`src/rtl/core/alc_pkg.sv`:
```
// ---------------------------------------------------------------------------
// alc_pkg
// Shared types and constants for the light sensor autorange, lux and CCT block.
// ---------------------------------------------------------------------------
package alc_pkg;

  typedef logic signed [19:0] coef_t;
  typedef logic [15:0]        count_t;

  // count width of one channel sample
  localparam int CNT_BITS = 16;

  // weighted channel sum: |sum| < 2^37, so 38 bits signed
  localparam int WSUM_W = 38;

  // lux divider divisor width (1000 and 504 both fit)
  localparam int LDIV_VW = 10;
  localparam int LDIV_DW = 48;

  // register map (word index)
  localparam logic [2:0] REG_COEFF_RED   = 3'd0;
  localparam logic [2:0] REG_COEFF_GREEN = 3'd1;
  localparam logic [2:0] REG_COEFF_BLUE  = 3'd2;
  localparam logic [2:0] REG_COEFF_CLEAR = 3'd3;
  localparam logic [2:0] REG_DEV_FACTOR  = 3'd4;
  localparam logic [2:0] REG_CCT_COEF    = 3'd5;
  localparam logic [2:0] REG_CCT_OFFSET  = 3'd6;

  localparam coef_t  COEFF_RED_RST   = -20'sd220;
  localparam coef_t  COEFF_GREEN_RST = 20'sd110;
  localparam coef_t  COEFF_BLUE_RST  = -20'sd1120;
  localparam coef_t  COEFF_CLEAR_RST = 20'sd1000;
  localparam count_t DEV_FACTOR_RST  = 16'd831;
  localparam count_t CCT_COEF_RST    = 16'd4091;
  localparam count_t CCT_OFFSET_RST  = 16'd227;

  localparam count_t LOW_CLEAR_LIM  = 16'd25;
  localparam count_t HIGH_CLEAR_LIM = 16'd15000;
  localparam count_t SAT_CLEAR_LIM  = 16'd18500;

  localparam logic [30:0] LUX_AT_SAT = 31'd150000;
  localparam logic [30:0] OUT_MAX    = 31'h7FFF_FFFF;

  localparam logic [LDIV_VW-1:0] WEIGHT_SCALE = 10'd1000;
  // 18 integration steps times 28 per step
  localparam logic [LDIV_VW-1:0] LUX_DIVISOR  = 10'd504;

endpackage

```
`src/rtl/core/alc_serial_div.sv`:
```
// ---------------------------------------------------------------------------
// alc_serial_div
// Restoring radix-2 divider: one quotient bit per cycle.
// ---------------------------------------------------------------------------
module alc_serial_div #(
  parameter int DW = 48,
  parameter int VW = 10
) (
  input  logic          clk,
  input  logic          rst_n,
  input  logic          start,
  input  logic [DW-1:0] dividend,
  input  logic [VW-1:0] divisor,
  output logic          done,
  output logic [DW-1:0] quotient
);

  localparam int CW = (DW > 1) ? $clog2(DW) : 1;

  logic          busy_r, busy_nxt;
  logic          done_r, done_nxt;
  logic [CW-1:0] cnt_r, cnt_nxt;
  logic [DW-1:0] dvd_r, dvd_nxt;
  logic [VW-1:0] rem_r, rem_nxt;
  logic [VW-1:0] dsr_r, dsr_nxt;
  logic [VW:0]   trial;
  logic [VW:0]   diff;
  logic          take;

  assign trial = {rem_r, dvd_r[DW-1]};
  assign diff  = trial - {1'b0, dsr_r};
  assign take  = (trial >= {1'b0, dsr_r});

  always_comb begin
    busy_nxt = busy_r;
    done_nxt = 1'b0;
    cnt_nxt  = cnt_r;
    dvd_nxt  = dvd_r;
    rem_nxt  = rem_r;
    dsr_nxt  = dsr_r;
    if (start) begin
      busy_nxt = 1'b1;
      cnt_nxt  = CW'(DW - 1);
      dvd_nxt  = dividend;
      rem_nxt  = '0;
      dsr_nxt  = divisor;
    end else if (busy_r) begin
      // dividend shifts out the top, quotient bits enter at the bottom
      dvd_nxt = {dvd_r[DW-2:0], take};
      rem_nxt = take ? diff[VW-1:0] : trial[VW-1:0];
      if (cnt_r == '0) begin
        busy_nxt = 1'b0;
        done_nxt = 1'b1;
      end else begin
        cnt_nxt = cnt_r - 1'b1;
      end
    end
  end

  always_ff @(posedge clk) begin
    if (!rst_n) begin
      busy_r <= 1'b0;
      done_r <= 1'b0;
      cnt_r  <= '0;
    end else begin
      busy_r <= busy_nxt;
      done_r <= done_nxt;
      cnt_r  <= cnt_nxt;
    end
  end

  always_ff @(posedge clk) begin
    dvd_r <= dvd_nxt;
    rem_r <= rem_nxt;
    dsr_r <= dsr_nxt;
  end

  assign done     = done_r;
  assign quotient = dvd_r;

endmodule

```
`src/rtl/core/alc_serial_mul.sv`:
```
// ---------------------------------------------------------------------------
// alc_serial_mul
// Unsigned shift-add multiplier, multiplier bits taken MSB first.
// ---------------------------------------------------------------------------
module alc_serial_mul #(
  parameter int AW = 28,
  parameter int BW = 16
) (
  input  logic             clk,
  input  logic             rst_n,
  input  logic             start,
  input  logic [AW-1:0]    a,
  input  logic [BW-1:0]    b,
  output logic             done,
  output logic [AW+BW-1:0] product
);

  localparam int PW = AW + BW;
  localparam int CW = (BW > 1) ? $clog2(BW) : 1;

  logic          busy_r, busy_nxt;
  logic          done_r, done_nxt;
  logic [CW-1:0] cnt_r, cnt_nxt;
  logic [AW-1:0] a_r, a_nxt;
  logic [BW-1:0] b_r, b_nxt;
  logic [PW-1:0] p_r, p_nxt;

  always_comb begin
    busy_nxt = busy_r;
    done_nxt = 1'b0;
    cnt_nxt  = cnt_r;
    a_nxt    = a_r;
    b_nxt    = b_r;
    p_nxt    = p_r;
    if (start) begin
      busy_nxt = 1'b1;
      cnt_nxt  = CW'(BW - 1);
      a_nxt    = a;
      b_nxt    = b;
      p_nxt    = '0;
    end else if (busy_r) begin
      p_nxt = {p_r[PW-2:0], 1'b0} + (b_r[BW-1] ? PW'(a_r) : '0);
      b_nxt = b_r << 1;
      if (cnt_r == '0) begin
        busy_nxt = 1'b0;
        done_nxt = 1'b1;
      end else begin
        cnt_nxt = cnt_r - 1'b1;
      end
    end
  end

  always_ff @(posedge clk) begin
    if (!rst_n) begin
      busy_r <= 1'b0;
      done_r <= 1'b0;
      cnt_r  <= '0;
    end else begin
      busy_r <= busy_nxt;
      done_r <= done_nxt;
      cnt_r  <= cnt_nxt;
    end
  end

  always_ff @(posedge clk) begin
    a_r <= a_nxt;
    b_r <= b_nxt;
    p_r <= p_nxt;
  end

  assign done    = done_r;
  assign product = p_r;

endmodule

```
`src/rtl/core/alc_wsum.sv`:
```
// ---------------------------------------------------------------------------
// alc_wsum
// Bit-serial signed weighted sum of the four channel counts, one count bit of
// every channel per cycle, MSB first.
// ---------------------------------------------------------------------------
module alc_wsum (
  input  logic                 clk,
  input  logic                 rst_n,
  input  logic                 start,
  input  alc_pkg::count_t      clear_count,
  input  alc_pkg::count_t      red_count,
  input  alc_pkg::count_t      green_count,
  input  alc_pkg::count_t      blue_count,
  input  alc_pkg::coef_t       coeff_red,
  input  alc_pkg::coef_t       coeff_green,
  input  alc_pkg::coef_t       coeff_blue,
  input  alc_pkg::coef_t       coeff_clear,
  output logic                 done,
  output logic signed [alc_pkg::WSUM_W-1:0] sum
);

  import alc_pkg::*;

  localparam int CW = $clog2(CNT_BITS);

  logic                     busy_r, busy_nxt;
  logic                     done_r, done_nxt;
  logic [CW-1:0]            cnt_r, cnt_nxt;
  count_t                   c_r, c_nxt, r_r, r_nxt, g_r, g_nxt, b_r, b_nxt;
  logic signed [WSUM_W-1:0] acc_r, acc_nxt;
  logic signed [21:0]       t_c, t_r, t_g, t_b, digit;

  always_comb begin
    t_c   = c_r[CNT_BITS-1] ? 22'(coeff_clear) : '0;
    t_r   = r_r[CNT_BITS-1] ? 22'(coeff_red)   : '0;
    t_g   = g_r[CNT_BITS-1] ? 22'(coeff_green) : '0;
    t_b   = b_r[CNT_BITS-1] ? 22'(coeff_blue)  : '0;
    digit = t_c + t_r + t_g + t_b;
  end

  always_comb begin
    busy_nxt = busy_r;
    done_nxt = 1'b0;
    cnt_nxt  = cnt_r;
    c_nxt    = c_r;
    r_nxt    = r_r;
    g_nxt    = g_r;
    b_nxt    = b_r;
    acc_nxt  = acc_r;
    if (start) begin
      busy_nxt = 1'b1;
      cnt_nxt  = CW'(CNT_BITS - 1);
      c_nxt    = clear_count;
      r_nxt    = red_count;
      g_nxt    = green_count;
      b_nxt    = blue_count;
      acc_nxt  = '0;
    end else if (busy_r) begin
      acc_nxt = (acc_r <<< 1) + WSUM_W'(digit);
      c_nxt   = c_r << 1;
      r_nxt   = r_r << 1;
      g_nxt   = g_r << 1;
      b_nxt   = b_r << 1;
      if (cnt_r == '0) begin
        busy_nxt = 1'b0;
        done_nxt = 1'b1;
      end else begin
        cnt_nxt = cnt_r - 1'b1;
      end
    end
  end

  always_ff @(posedge clk) begin
    if (!rst_n) begin
      busy_r <= 1'b0;
      done_r <= 1'b0;
      cnt_r  <= '0;
    end else begin
      busy_r <= busy_nxt;
      done_r <= done_nxt;
      cnt_r  <= cnt_nxt;
    end
  end

  always_ff @(posedge clk) begin
    c_r   <= c_nxt;
    r_r   <= r_nxt;
    g_r   <= g_nxt;
    b_r   <= b_nxt;
    acc_r <= acc_nxt;
  end

  assign done = done_r;
  assign sum  = acc_r;

endmodule

```
`src/rtl/core/als_autorange_lux_cct_unit.sv`:
```
// ---------------------------------------------------------------------------
// als_autorange_lux_cct_unit
// Light sensor gain autorange with lux and color temperature calculation.
// ---------------------------------------------------------------------------
// One clear/red/green/blue sample in, one result out. A sample that falls
// outside the range of the current gain on a first attempt flips the gain and
// offers a remeasure result (tuser high) through the ST_FIN state and the
// output register. Any other sample is worked bit-serially: a weighted channel
// sum, a divide by 1000, a multiply by the device factor and by ten, and a
// divide by 504, each step started as the last one signals done; this serial
// lux chain sets when a result is offered and when a new sample is taken.
// Color temperature runs alongside on its own multiplier and divider and is
// ready long before the lux chain ends. One sample is worked at a time; the
// output register holds a result while the next sample is taken. Registers
// must be written only while the block is idle; the block does not enforce it.
module als_autorange_lux_cct_unit (
  input  logic        clk,
  input  logic        rst_n,
  // input stream
  input  logic        in_tvalid,
  output logic        in_tready,
  input  logic [63:0] in_tdata,   // clear_count, red_count, green_count, blue_count
  // result stream
  output logic        out_tvalid,
  input  logic        out_tready,
  output logic [63:0] out_tdata,  // gain_sel, lux, color_temp, color_temp_valid
  output logic        out_tuser,  // remeasure
  // register port
  input  logic        cfg_psel,
  input  logic        cfg_penable,
  input  logic        cfg_pwrite,
  input  logic [4:0]  cfg_paddr,
  input  logic [31:0] cfg_pwdata,
  output logic [31:0] cfg_prdata,
  output logic        cfg_pready
);

  import alc_pkg::*;

  localparam logic [2:0] ST_IDLE = 3'd0;
  localparam logic [2:0] ST_SUM  = 3'd1;
  localparam logic [2:0] ST_DIV1 = 3'd2;
  localparam logic [2:0] ST_MUL  = 3'd3;
  localparam logic [2:0] ST_DIV2 = 3'd4;
  localparam logic [2:0] ST_FIN  = 3'd5;

  // configuration registers
  coef_t  coeff_red_r, coeff_green_r, coeff_blue_r, coeff_clear_r;
  count_t dev_factor_r, cct_coef_r, cct_offset_r;
  logic   cfg_we;
  logic [2:0] cfg_idx;

  // control
  logic [2:0] state_r, state_nxt;
  logic       gain_high_r, gain_high_nxt;
  logic       retried_r, retried_nxt;
  logic       out_valid_r, out_valid_nxt;
  logic       cct_done_r, cct_done_nxt;

  // item payload
  count_t clr_r, clr_nxt;
  count_t red_r, red_nxt;
  logic   gain_item_r, gain_item_nxt;
  logic   remeas_r, remeas_nxt;

  // output payload
  logic        out_remeas_r, out_remeas_nxt;
  logic        out_gain_r, out_gain_nxt;
  logic [30:0] out_lux_r, out_lux_nxt;
  logic [30:0] out_cct_r, out_cct_nxt;
  logic        out_cctv_r, out_cctv_nxt;

  count_t in_clr, in_red, in_green, in_blue;
  logic   in_xfer;
  logic   remeas_now;

  // datapath units
  logic                      wsum_start, wsum_done;
  logic signed [WSUM_W-1:0]  wsum;
  logic                      ldiv_start, ldiv_done;
  logic [LDIV_DW-1:0]        ldiv_dvd, ldiv_q;
  logic [LDIV_VW-1:0]        ldiv_dsr;
  logic                      lmul_start, lmul_done;
  logic [43:0]               lmul_p;
  logic [LDIV_DW-1:0]        lmul_p10;
  logic                      sum_pos;
  logic                      cmul_done;
  logic [31:0]               cmul_p;
  logic                      cdiv_done;
  logic [31:0]               cdiv_q;

  logic [LDIV_DW-1:0] lux_q;
  logic [30:0]        lux_val;
  logic [32:0]        cct_sum;
  logic [30:0]        cct_val;

  assign in_clr   = in_tdata[15:0];
  assign in_red   = in_tdata[31:16];
  assign in_green = in_tdata[47:32];
  assign in_blue  = in_tdata[63:48];

  assign in_tready = (state_r == ST_IDLE);
  assign in_xfer   = in_tvalid & in_tready;

  assign remeas_now = !retried_r &&
                      ((!gain_high_r && (in_clr < LOW_CLEAR_LIM)) ||
                       (gain_high_r && (in_clr > HIGH_CLEAR_LIM)));

  // ---- register port ----
  assign cfg_pready = 1'b1;
  assign cfg_idx    = cfg_paddr[4:2];
  assign cfg_we     = cfg_psel & cfg_penable & cfg_pwrite;

  always_ff @(posedge clk) begin
    if (!rst_n) begin
      coeff_red_r   <= COEFF_RED_RST;
      coeff_green_r <= COEFF_GREEN_RST;
      coeff_blue_r  <= COEFF_BLUE_RST;
      coeff_clear_r <= COEFF_CLEAR_RST;
      dev_factor_r  <= DEV_FACTOR_RST;
      cct_coef_r    <= CCT_COEF_RST;
      cct_offset_r  <= CCT_OFFSET_RST;
    end else if (cfg_we) begin
      case (cfg_idx)
        REG_COEFF_RED:   coeff_red_r   <= cfg_pwdata[19:0];
        REG_COEFF_GREEN: coeff_green_r <= cfg_pwdata[19:0];
        REG_COEFF_BLUE:  coeff_blue_r  <= cfg_pwdata[19:0];
        REG_COEFF_CLEAR: coeff_clear_r <= cfg_pwdata[19:0];
        REG_DEV_FACTOR:  dev_factor_r  <= cfg_pwdata[15:0];
        REG_CCT_COEF:    cct_coef_r    <= cfg_pwdata[15:0];
        REG_CCT_OFFSET:  cct_offset_r  <= cfg_pwdata[15:0];
        default: ;
      endcase
    end
  end

  always_comb begin
    case (cfg_idx)
      REG_COEFF_RED:   cfg_prdata = {12'd0, coeff_red_r};
      REG_COEFF_GREEN: cfg_prdata = {12'd0, coeff_green_r};
      REG_COEFF_BLUE:  cfg_prdata = {12'd0, coeff_blue_r};
      REG_COEFF_CLEAR: cfg_prdata = {12'd0, coeff_clear_r};
      REG_DEV_FACTOR:  cfg_prdata = {16'd0, dev_factor_r};
      REG_CCT_COEF:    cfg_prdata = {16'd0, cct_coef_r};
      REG_CCT_OFFSET:  cfg_prdata = {16'd0, cct_offset_r};
      default:         cfg_prdata = '0;
    endcase
  end

  // ---- units ----
  assign wsum_start = in_xfer & !remeas_now;

  alc_wsum u_wsum (
    .clk         (clk),
    .rst_n       (rst_n),
    .start       (wsum_start),
    .clear_count (in_clr),
    .red_count   (in_red),
    .green_count (in_green),
    .blue_count  (in_blue),
    .coeff_red   (coeff_red_r),
    .coeff_green (coeff_green_r),
    .coeff_blue  (coeff_blue_r),
    .coeff_clear (coeff_clear_r),
    .done        (wsum_done),
    .sum         (wsum)
  );

  // a non-positive sum gives zero lux unless the clear count saturates; a zero dividend carries that through
  assign sum_pos  = !wsum[WSUM_W-1] && (wsum != '0);
  assign lmul_p10 = LDIV_DW'({lmul_p, 3'b000}) + LDIV_DW'({lmul_p, 1'b0});

  assign ldiv_start = ((state_r == ST_SUM) && wsum_done) ||
                      ((state_r == ST_MUL) && lmul_done);
  assign ldiv_dvd   = (state_r == ST_SUM) ?
                      (sum_pos ? LDIV_DW'(wsum[WSUM_W-2:0]) : '0) : lmul_p10;
  assign ldiv_dsr   = (state_r == ST_SUM) ? WEIGHT_SCALE : LUX_DIVISOR;

  alc_serial_div #(.DW(LDIV_DW), .VW(LDIV_VW)) u_lux_div (
    .clk      (clk),
    .rst_n    (rst_n),
    .start    (ldiv_start),
    .dividend (ldiv_dvd),
    .divisor  (ldiv_dsr),
    .done     (ldiv_done),
    .quotient (ldiv_q)
  );

  // weighted sum / 1000 stays below 2^28
  assign lmul_start = (state_r == ST_DIV1) && ldiv_done;

  alc_serial_mul #(.AW(28), .BW(16)) u_lux_mul (
    .clk     (clk),
    .rst_n   (rst_n),
    .start   (lmul_start),
    .a       (ldiv_q[27:0]),
    .b       (dev_factor_r),
    .done    (lmul_done),
    .product (lmul_p)
  );

  alc_serial_mul #(.AW(16), .BW(16)) u_cct_mul (
    .clk     (clk),
    .rst_n   (rst_n),
    .start   (wsum_start),
    .a       (cct_coef_r),
    .b       (in_blue),
    .done    (cmul_done),
    .product (cmul_p)
  );

  alc_serial_div #(.DW(32), .VW(16)) u_cct_div (
    .clk      (clk),
    .rst_n    (rst_n),
    .start    (cmul_done),
    .dividend (cmul_p),
    .divisor  (red_r),
    .done     (cdiv_done),
    .quotient (cdiv_q)
  );

  // ---- result formatting ----
  always_comb begin
    lux_q = gain_item_r ? (ldiv_q >> 4) : ldiv_q;
    if (!gain_item_r && (clr_r >= SAT_CLEAR_LIM)) begin
      lux_val = LUX_AT_SAT;
    end else if (|lux_q[LDIV_DW-1:31]) begin
      lux_val = OUT_MAX;
    end else begin
      lux_val = lux_q[30:0];
    end
    cct_sum = 33'(cdiv_q) + 33'(cct_offset_r);
    cct_val = (|cct_sum[32:31]) ? OUT_MAX : cct_sum[30:0];
  end

  // ---- sequencer ----
  always_comb begin
    state_nxt      = state_r;
    gain_high_nxt  = gain_high_r;
    retried_nxt    = retried_r;
    out_valid_nxt  = out_valid_r;
    cct_done_nxt   = cct_done_r;
    clr_nxt        = clr_r;
    red_nxt        = red_r;
    gain_item_nxt  = gain_item_r;
    remeas_nxt     = remeas_r;
    out_remeas_nxt = out_remeas_r;
    out_gain_nxt   = out_gain_r;
    out_lux_nxt    = out_lux_r;
    out_cct_nxt    = out_cct_r;
    out_cctv_nxt   = out_cctv_r;

    if (out_valid_r && out_tready) begin
      out_valid_nxt = 1'b0;
    end

    if (wsum_start) begin
      cct_done_nxt = 1'b0;
    end else if (cdiv_done) begin
      cct_done_nxt = 1'b1;
    end

    case (state_r)
      ST_IDLE: begin
        if (in_xfer) begin
          clr_nxt       = in_clr;
          red_nxt       = in_red;
          gain_item_nxt = gain_high_r;
          remeas_nxt    = remeas_now;
          if (remeas_now) begin
            gain_high_nxt = !gain_high_r;
            retried_nxt   = 1'b1;
            state_nxt     = ST_FIN;
          end else begin
            retried_nxt = 1'b0;
            state_nxt   = ST_SUM;
          end
        end
      end
      ST_SUM: begin
        if (wsum_done) begin
          state_nxt = ST_DIV1;
        end
      end
      ST_DIV1: begin
        if (ldiv_done) begin
          state_nxt = ST_MUL;
        end
      end
      ST_MUL: begin
        if (lmul_done) begin
          state_nxt = ST_DIV2;
        end
      end
      ST_DIV2: begin
        if (ldiv_done) begin
          state_nxt = ST_FIN;
        end
      end
      ST_FIN: begin
        if ((remeas_r || cct_done_r) && (!out_valid_r || out_tready)) begin
          out_valid_nxt  = 1'b1;
          out_remeas_nxt = remeas_r;
          out_gain_nxt   = gain_high_r;
          if (remeas_r) begin
            out_lux_nxt  = '0;
            out_cct_nxt  = '0;
            out_cctv_nxt = 1'b0;
          end else begin
            out_lux_nxt  = lux_val;
            out_cct_nxt  = (red_r == '0) ? '0 : cct_val;
            out_cctv_nxt = (red_r != '0);
          end
          state_nxt = ST_IDLE;
        end
      end
      default: begin
        state_nxt = ST_IDLE;
      end
    endcase
  end

  always_ff @(posedge clk) begin
    if (!rst_n) begin
      state_r     <= ST_IDLE;
      gain_high_r <= 1'b1;
      retried_r   <= 1'b0;
      out_valid_r <= 1'b0;
      cct_done_r  <= 1'b0;
    end else begin
      state_r     <= state_nxt;
      gain_high_r <= gain_high_nxt;
      retried_r   <= retried_nxt;
      out_valid_r <= out_valid_nxt;
      cct_done_r  <= cct_done_nxt;
    end
  end

  always_ff @(posedge clk) begin
    clr_r        <= clr_nxt;
    red_r        <= red_nxt;
    gain_item_r  <= gain_item_nxt;
    remeas_r     <= remeas_nxt;
    out_remeas_r <= out_remeas_nxt;
    out_gain_r   <= out_gain_nxt;
    out_lux_r    <= out_lux_nxt;
    out_cct_r    <= out_cct_nxt;
    out_cctv_r   <= out_cctv_nxt;
  end

  assign out_tvalid = out_valid_r;
  assign out_tuser  = out_remeas_r;
  assign out_tdata  = {out_cctv_r, out_cct_r, out_lux_r, out_gain_r};

endmodule
```
`config.mk`:
```
export PLATFORM = sky130hd
export DESIGN_NAME = als_autorange_lux_cct_unit
export DESIGN_NICKNAME = d
export VERILOG_FILES = /design/src/rtl/core/alc_pkg.sv /design/src/rtl/core/alc_serial_div.sv /design/src/rtl/core/alc_serial_mul.sv /design/src/rtl/core/alc_wsum.sv /design/src/rtl/core/als_autorange_lux_cct_unit.sv
export SDC_FILE = /design/constraint.sdc
export NUM_CORES = 2
export LEC_CHECK = 0
export CAP_MARGIN = 20
export CORE_ASPECT_RATIO = 0.9
export CORE_MARGIN = 4
export CORE_UTILIZATION = 65
export DETAILED_ROUTE_END_ITERATION = 7
export DONT_BUFFER_PORTS = 1
export PLACE_DENSITY = 0.81
export SKIP_LAST_GASP = 1
export SYNTH_ARGS = -nofsm -noshare
export SYNTH_HDL_FRONTEND = slang
export SYNTH_SLANG_ARGS = --single-unit
```
`constraint.sdc`:
```
create_clock -name clk -period 9.1 [get_ports clk]
set_clock_uncertainty 0.2 [all_clocks]
set_input_delay 0 -clock clk [delete_from_list [all_inputs] [get_ports clk]]
set_output_delay 0 -clock clk [all_outputs]
set_load 0.05 [all_outputs]
```
Word level (Yosys, flattened, before mapping) --
Cells that the tools add are included.
Operators by class: add/subtract/negate cells 15, $mul 0, div/mod/pow operators 0, order comparisons 5, equality and inequality tests 22, shift operators 0, muxes and demuxes 79, bitwise operators 11, reductions and logical operators 63
Operators with widths (count):
- two-way mux 16 bit | 14
- two-way mux 48 bit | 4
- one-hot mux 20 bit (7 select lines) | 1
- two-way mux 22 bit | 4
- adder 22 bit | 3
- two-way mux 32 bit | 2
- two-way mux 31 bit | 2
- adder 47 x 45 -> 48 bit | 1
- adder 44 bit | 1
- adder 38 x 22 -> 38 bit | 1
- nonzero test 38 bit | 1
- two-way mux 37 bit | 1
- two-way mux 4 bit | 9
- adder 32 x 16 -> 33 bit | 1
- adder 32 bit | 1
- AND reduction 2 bit | 15
- two-way mux 28 bit | 1
- two-way mux 1 bit | 24
- two-way mux 3 bit | 7
- two-way mux 10 bit | 2
- two-way mux 18 bit | 1
- two-way mux 6 bit | 3
- one-hot mux 3 bit (6 select lines) | 1
- greater-or-equal comparator 17 x 16 -> 1 bit | 1
- other kinds (32) | 94
Storage, ports and cells: register bits 653, latch bits 0, memory bits (writable) 0, ROM bits 0, output and inout bits 100, logic and storage cells 250, memories kept 0

Logic depth before layout (Yosys ltp) --
depth in word-level cells 8, mapped depth 28, depth with buffers taken out 27

By module --
From an unflattened synthesis, not the netlist that was laid out.
Unflattened totals: cells, all modules 3967, area, all modules 39004.9 µm²
By module, submodules not included:
- als_autorange_lux_cct_unit | instances 1, cells an instance 1589, area an instance 13909.6 µm², seq. area each 5615.4 µm²
- alc_wsum | instances 1, cells an instance 904, area an instance 8637.0 µm², seq. area each 2802.7 µm²
- alc_serial_mul (u_lux_mul) | instances 1, cells an instance 509, area an instance 5240.0 µm², seq. area each 2322.2 µm²
- alc_serial_mul (u_cct_mul) | instances 1, cells an instance 376, area an instance 3813.7 µm², seq. area each 1721.7 µm²
- alc_serial_div (u_lux_div) | instances 1, cells an instance 283, area an instance 3722.3 µm², seq. area each 2102.0 µm²
- alc_serial_div (u_cct_div) | instances 1, cells an instance 306, area an instance 3682.3 µm², seq. area each 1901.8 µm²

Least setup slack after synthesis --
Ideal clock, no wire load.
path kind register to register, start register u_wsum.b_r[15], end register u_wsum.acc_r[36] (netlist: u_wsum.sum[36]), data arrival time 6.403 ns, data required time 8.781 ns, path slack 2.378 ns, cell stages (with the launch flop) 28, path buffers 2, period minus slack after synthesis 6.722 ns, path through edfxtp_1 > clkbuf_1 > nand2_1 > fa_1 > fa_1 > inv_1 > ha_1 > fa_1 > a211o_1 > a21oi_1 > o31ai_1 > a21o_1 > a21o_1 > o21a_1 > nor2_1 > xnor2_1 > ha_1 > buf_2 > and4_1 > and2_1 > a41o_1 > a221o_1 > a21oi_2 > o211ai_1 > a21o_1 > a31oi_1 > xor2_1 > o2bb2ai_1
On the way: cells in the longest elaborated chain, start to end 3
RTL lines:
- start: declaration | line alc_wsum.sv:29 | count_t c_r, c_nxt, r_r, r_nxt, g_r, g_nxt, b_r, b_nxt;
- start signal: assignment | line alc_wsum.sv:89 | b_r <= b_nxt;
- two-way mux 22 bit | line alc_wsum.sv:37 | t_b = b_r[CNT_BITS-1] ? 22'(coeff_blue) : '0;
- adder 22 bit | line alc_wsum.sv:38 | digit = t_c + t_r + t_g + t_b;
- adder 38 x 22 -> 38 bit | line alc_wsum.sv:59 | acc_nxt = (acc_r <<< 1) + WSUM_W'(digit);
- end signal: assignment | line alc_wsum.sv:90 | acc_r <= acc_nxt;
- end: declaration | line alc_wsum.sv:30 | logic signed [WSUM_W-1:0] acc_r, acc_nxt;
No other way between the ends. A chain may end at the register's enable or synchronous reset.

Final worst setup path --
start register u_wsum.g_r[15], end register u_wsum.acc_r[36] (netlist: u_wsum.sum[36])
On the way: cells in the longest elaborated chain, start to end 4
RTL lines:
- start: declaration | line alc_wsum.sv:29
- start signal: assignment | line alc_wsum.sv:88 | g_r <= g_nxt;
- two-way mux 22 bit | line alc_wsum.sv:36 | t_g = g_r[CNT_BITS-1] ? 22'(coeff_green) : '0;
- adder 22 bit (2 in a row) | line alc_wsum.sv:38
- adder 38 x 22 -> 38 bit | line alc_wsum.sv:59
No other way between the ends.

==> results.ini <==
[clock_network]
worstSkewPairLatency_ns = 0.62
cts-root-buf = clkbuf_16
clk_pin_slew_ns = 0.06
cts_sinks = 643
cts_tree = done
cts-buffers-inserted = 69
clockBufferDepth = 3
ctsResizeCount = 0
htree_levels = 3

[worst_setup_path]
r2r-end = u_wsum.sum[36]
worst-path-buf-inv = 1
critical_path_required_ns = 9.39
reg2reg_slack_ns = 1.55
critPathKind = flop to flop
crit_path_top_delay_cell = edfxtp_1
start_kind = flop
worstPathMaxFanout = 20
reg2reg_from = u_wsum.g_r[15]
endpoint_kind = flop
slowest_delay_ns = 0.84
cp.arrival_ns = 7.84
r2r_cells = 25
crit_family = compound AO/OA/AOI/OAI gates

[place]
place_worst_setup_slack_ns = 1.626
dp_hpwl_mm = 65.88
gp_congestion = 0.9484
port-buffer-count = 0

[detailed_routing]
drc = 0
vias = 30350
drt_iter0_markers = 3209
wl_mm = 101.2
wl_per_cell_um = 20.88
via_per_inst = 6.259
drt_pass1_iterations = 6
ant_nets = 0

[floorplan]
dieArea_um2 = 60860
die_h_um = 234.4
pin_count = 208
rows = 82
start_util_pct = 66.10
die_w_um = 259.6
core_um2 = 56020

[sta]
timing.final.hold_violations = 0
tns_ns = 0
grt_setup_unrepaired = no
relSlewSlack_pct = 22.67
setup_slack_ns = 1.547
setup_viol = 0
final-max-slew-violation-count = 0
min_period_over_period_pct = 83.00
maxClockFrequency_ghz = 0.1324
min_period_ns = 7.553
hold_ws_ns = 0.03519
worst_pin_slew_ns = 1.152

[logic_synthesis]
synthTopCellsByCount = nand2_1, edfxtp_1, dfxtp_1
ys_warn_count = 0
syn-instance-count = 3943
async_flop_share_pct = 0
yosys.area.top_type = edfxtp_1
syn_area_per_cell_um2 = 9.391
ys_top_cells_by_area = edfxtp_1, dfxtp_1, nand2_1, ha_1, a21oi_1
synthDistinctLibCells = 84
synth_top_area_share_pct = 27.17
synth-seq-cells = 643
yosysSeqAreaShare_pct = 43.82
synth_area_um2 = 37030
post-synth-top-count-cell = nand2_1
ys.flop_type = edfxtp_1
synth_edf_count = 335

[finish]
fillerInstances = 3931
drive_gt1_share_pct = 6.308
layout.nets = 4373
areaGrowthSynthToFinish_pct = 12.55

[pwr]
vdd_ir_drop_max_mv = 0.2167
p_leak_nw = 16.89
p_per_area_nw_per_um2 = 242.1
power_mw = 10.09

[global_route]
antenna_found_initial = 1
grt_pass1_vias = 29160
overflow = 0
grt_max_degree = 167
grt_first_pass_wirelength_mm = 159.1
grtUsageTotal_pct = 32.61

[worst_hold_path]
min-delay-start = in_tdata[47]
worstHoldPathCells = 3
hp-class = input port to flop
whs_endpoint = u_wsum.g_r[15]

[outcome]
status = completed

[flow_run]
cap_viol_max_count = 0

## state kept, by name, indices dropped and copies added (netlist names), 28 cells and up
register	count
u_lux_div.quotient	48
u_lux_mul.product	44
u_wsum.sum	38
u_cct_div.quotient	32
u_cct_mul.product	32
out_cct_r	31
out_lux_r	31
u_lux_mul.a_r	28
## per-stage QoR
step | util [%] | cells | cell area [um2]
2_1_floorplan | - | 3954 | 37070
3_3_place_gp | 66.91 | 4535 | 37480
3_5_place_dp | 66.93 | 4536 | 37490
4_1_cts | 74.30 | 4843 | 41620
5_1_grt | 74.39 | 4846 | 41670
6_report | 74.40 | 4848 | 41680
## worst reg2reg max path, cell delays in order (launching register included)
cell and delay, ns:
edfxtp_1 0.84, nand2_1 0.20, fa_1 0.52, fa_1 0.55, inv_1 0.04, ha_1 0.21
fa_1 0.42, a211o_1 0.36, a21oi_1 0.20, o31ai_1 0.15, a21o_1 0.23, a21o_1 0.19
o21a_1 0.17, nor2_1 0.15, xnor2_2 0.41, ha_1 0.48, and4_1 0.24, and2_1 0.18
a41o_1 0.25, a221o_1 0.37, a21oi_2 0.22, o211ai_1 0.14, a21o_1 0.23, a31oi_1 0.21
xor2_1 0.20, o2bb2ai_1 0.09
## cell type report
cell class | instances | area, um2 | area share [%]
well taps | 756 | 945.9 | 2.270
clock buffers | 93 | 1959 | 4.701
inverters | 164 | 619.3 | 1.486
clock inverters | 35 | 361.6 | 0.8676
multi-input cells | 2944 | 19470 | 46.73
repair buffers | 211 | 2081 | 4.993
diodes | 2 | 5.005 | 0.01201
flip-flops and latches | 643 | 16230 | 38.94
## what timing repair did
item,4_1_cts,5_1_grt
hold endpoints to repair,310,0
buffers inserted,0,0
hold buffers,179,0
## layer usage
| layer | GRT usage, % | vias up | routed length [um] |
|---|---|---|---|
| met2 | 51.22 | 1486 | 45930 |
| met5 | 0 | - | 11 |
| met4 | 10.12 | 2 | 2910 |
| li1 | - | 14070 | - |
| met3 | 6.572 | 242 | 9897 |
| met1 | 46.14 | 14550 | 42490 |
## cell families after synthesis
family	synth area share, %
AND/OR/NAND/NOR	17.69
AO/OA/AOI/OAI	14.83
flip-flops	43.82
buffers and inverters	3.943
adder cells (fa/ha/maj)	8.812
XOR/XNOR	5.055
multiplexers	5.839
other	0.02028
## power by group
group | internal [mW] | leakage (nW) | switching [mW] | total (mW)
Combinational | 1.43 | 10.2 | 1.99 | 3.42
Sequential | 3.39 | 5.56 | 0.382 | 3.78
Clock | 1.67 | 1.13 | 1.22 | 2.89
Total | 6.50 | 16.9 | 3.59 | 10.1
## layout by cell type, fill, tap and decap left out, types with 120 or more instances in the layout
master         netlist  final
a21oi_1            257    255
dfxtp_1            308    304
dlygate4sd3_1        0    178
edfxtp_1           335    335
ha_1               184    184
inv_1              162    160
mux2i_1            126    126
nand2_1            680    680
nand3_1            120    120
nor2_1             306    306
xnor2_1            123    122
## worst max-delay path by stage
stage	startpoint	end	slack (ns)	cells past startpoint
CTS	u_wsum.g_r[15]	u_wsum.sum[36]	1.56	25
global route	u_wsum.b_r[15]	u_wsum.sum[36]	1.17	25
floorplan	u_wsum.b_r[15]	u_wsum.sum[36]	2.38	27
finish	u_wsum.g_r[15]	u_wsum.sum[36]	1.55	25
detailed placement	u_wsum.g_r[15]	u_wsum.sum[36]	1.63	25
global placement	u_wsum.b_r[15]	u_wsum.sum[36]	1.79	25
Note: power is estimated with default switching activity, not from simulation.
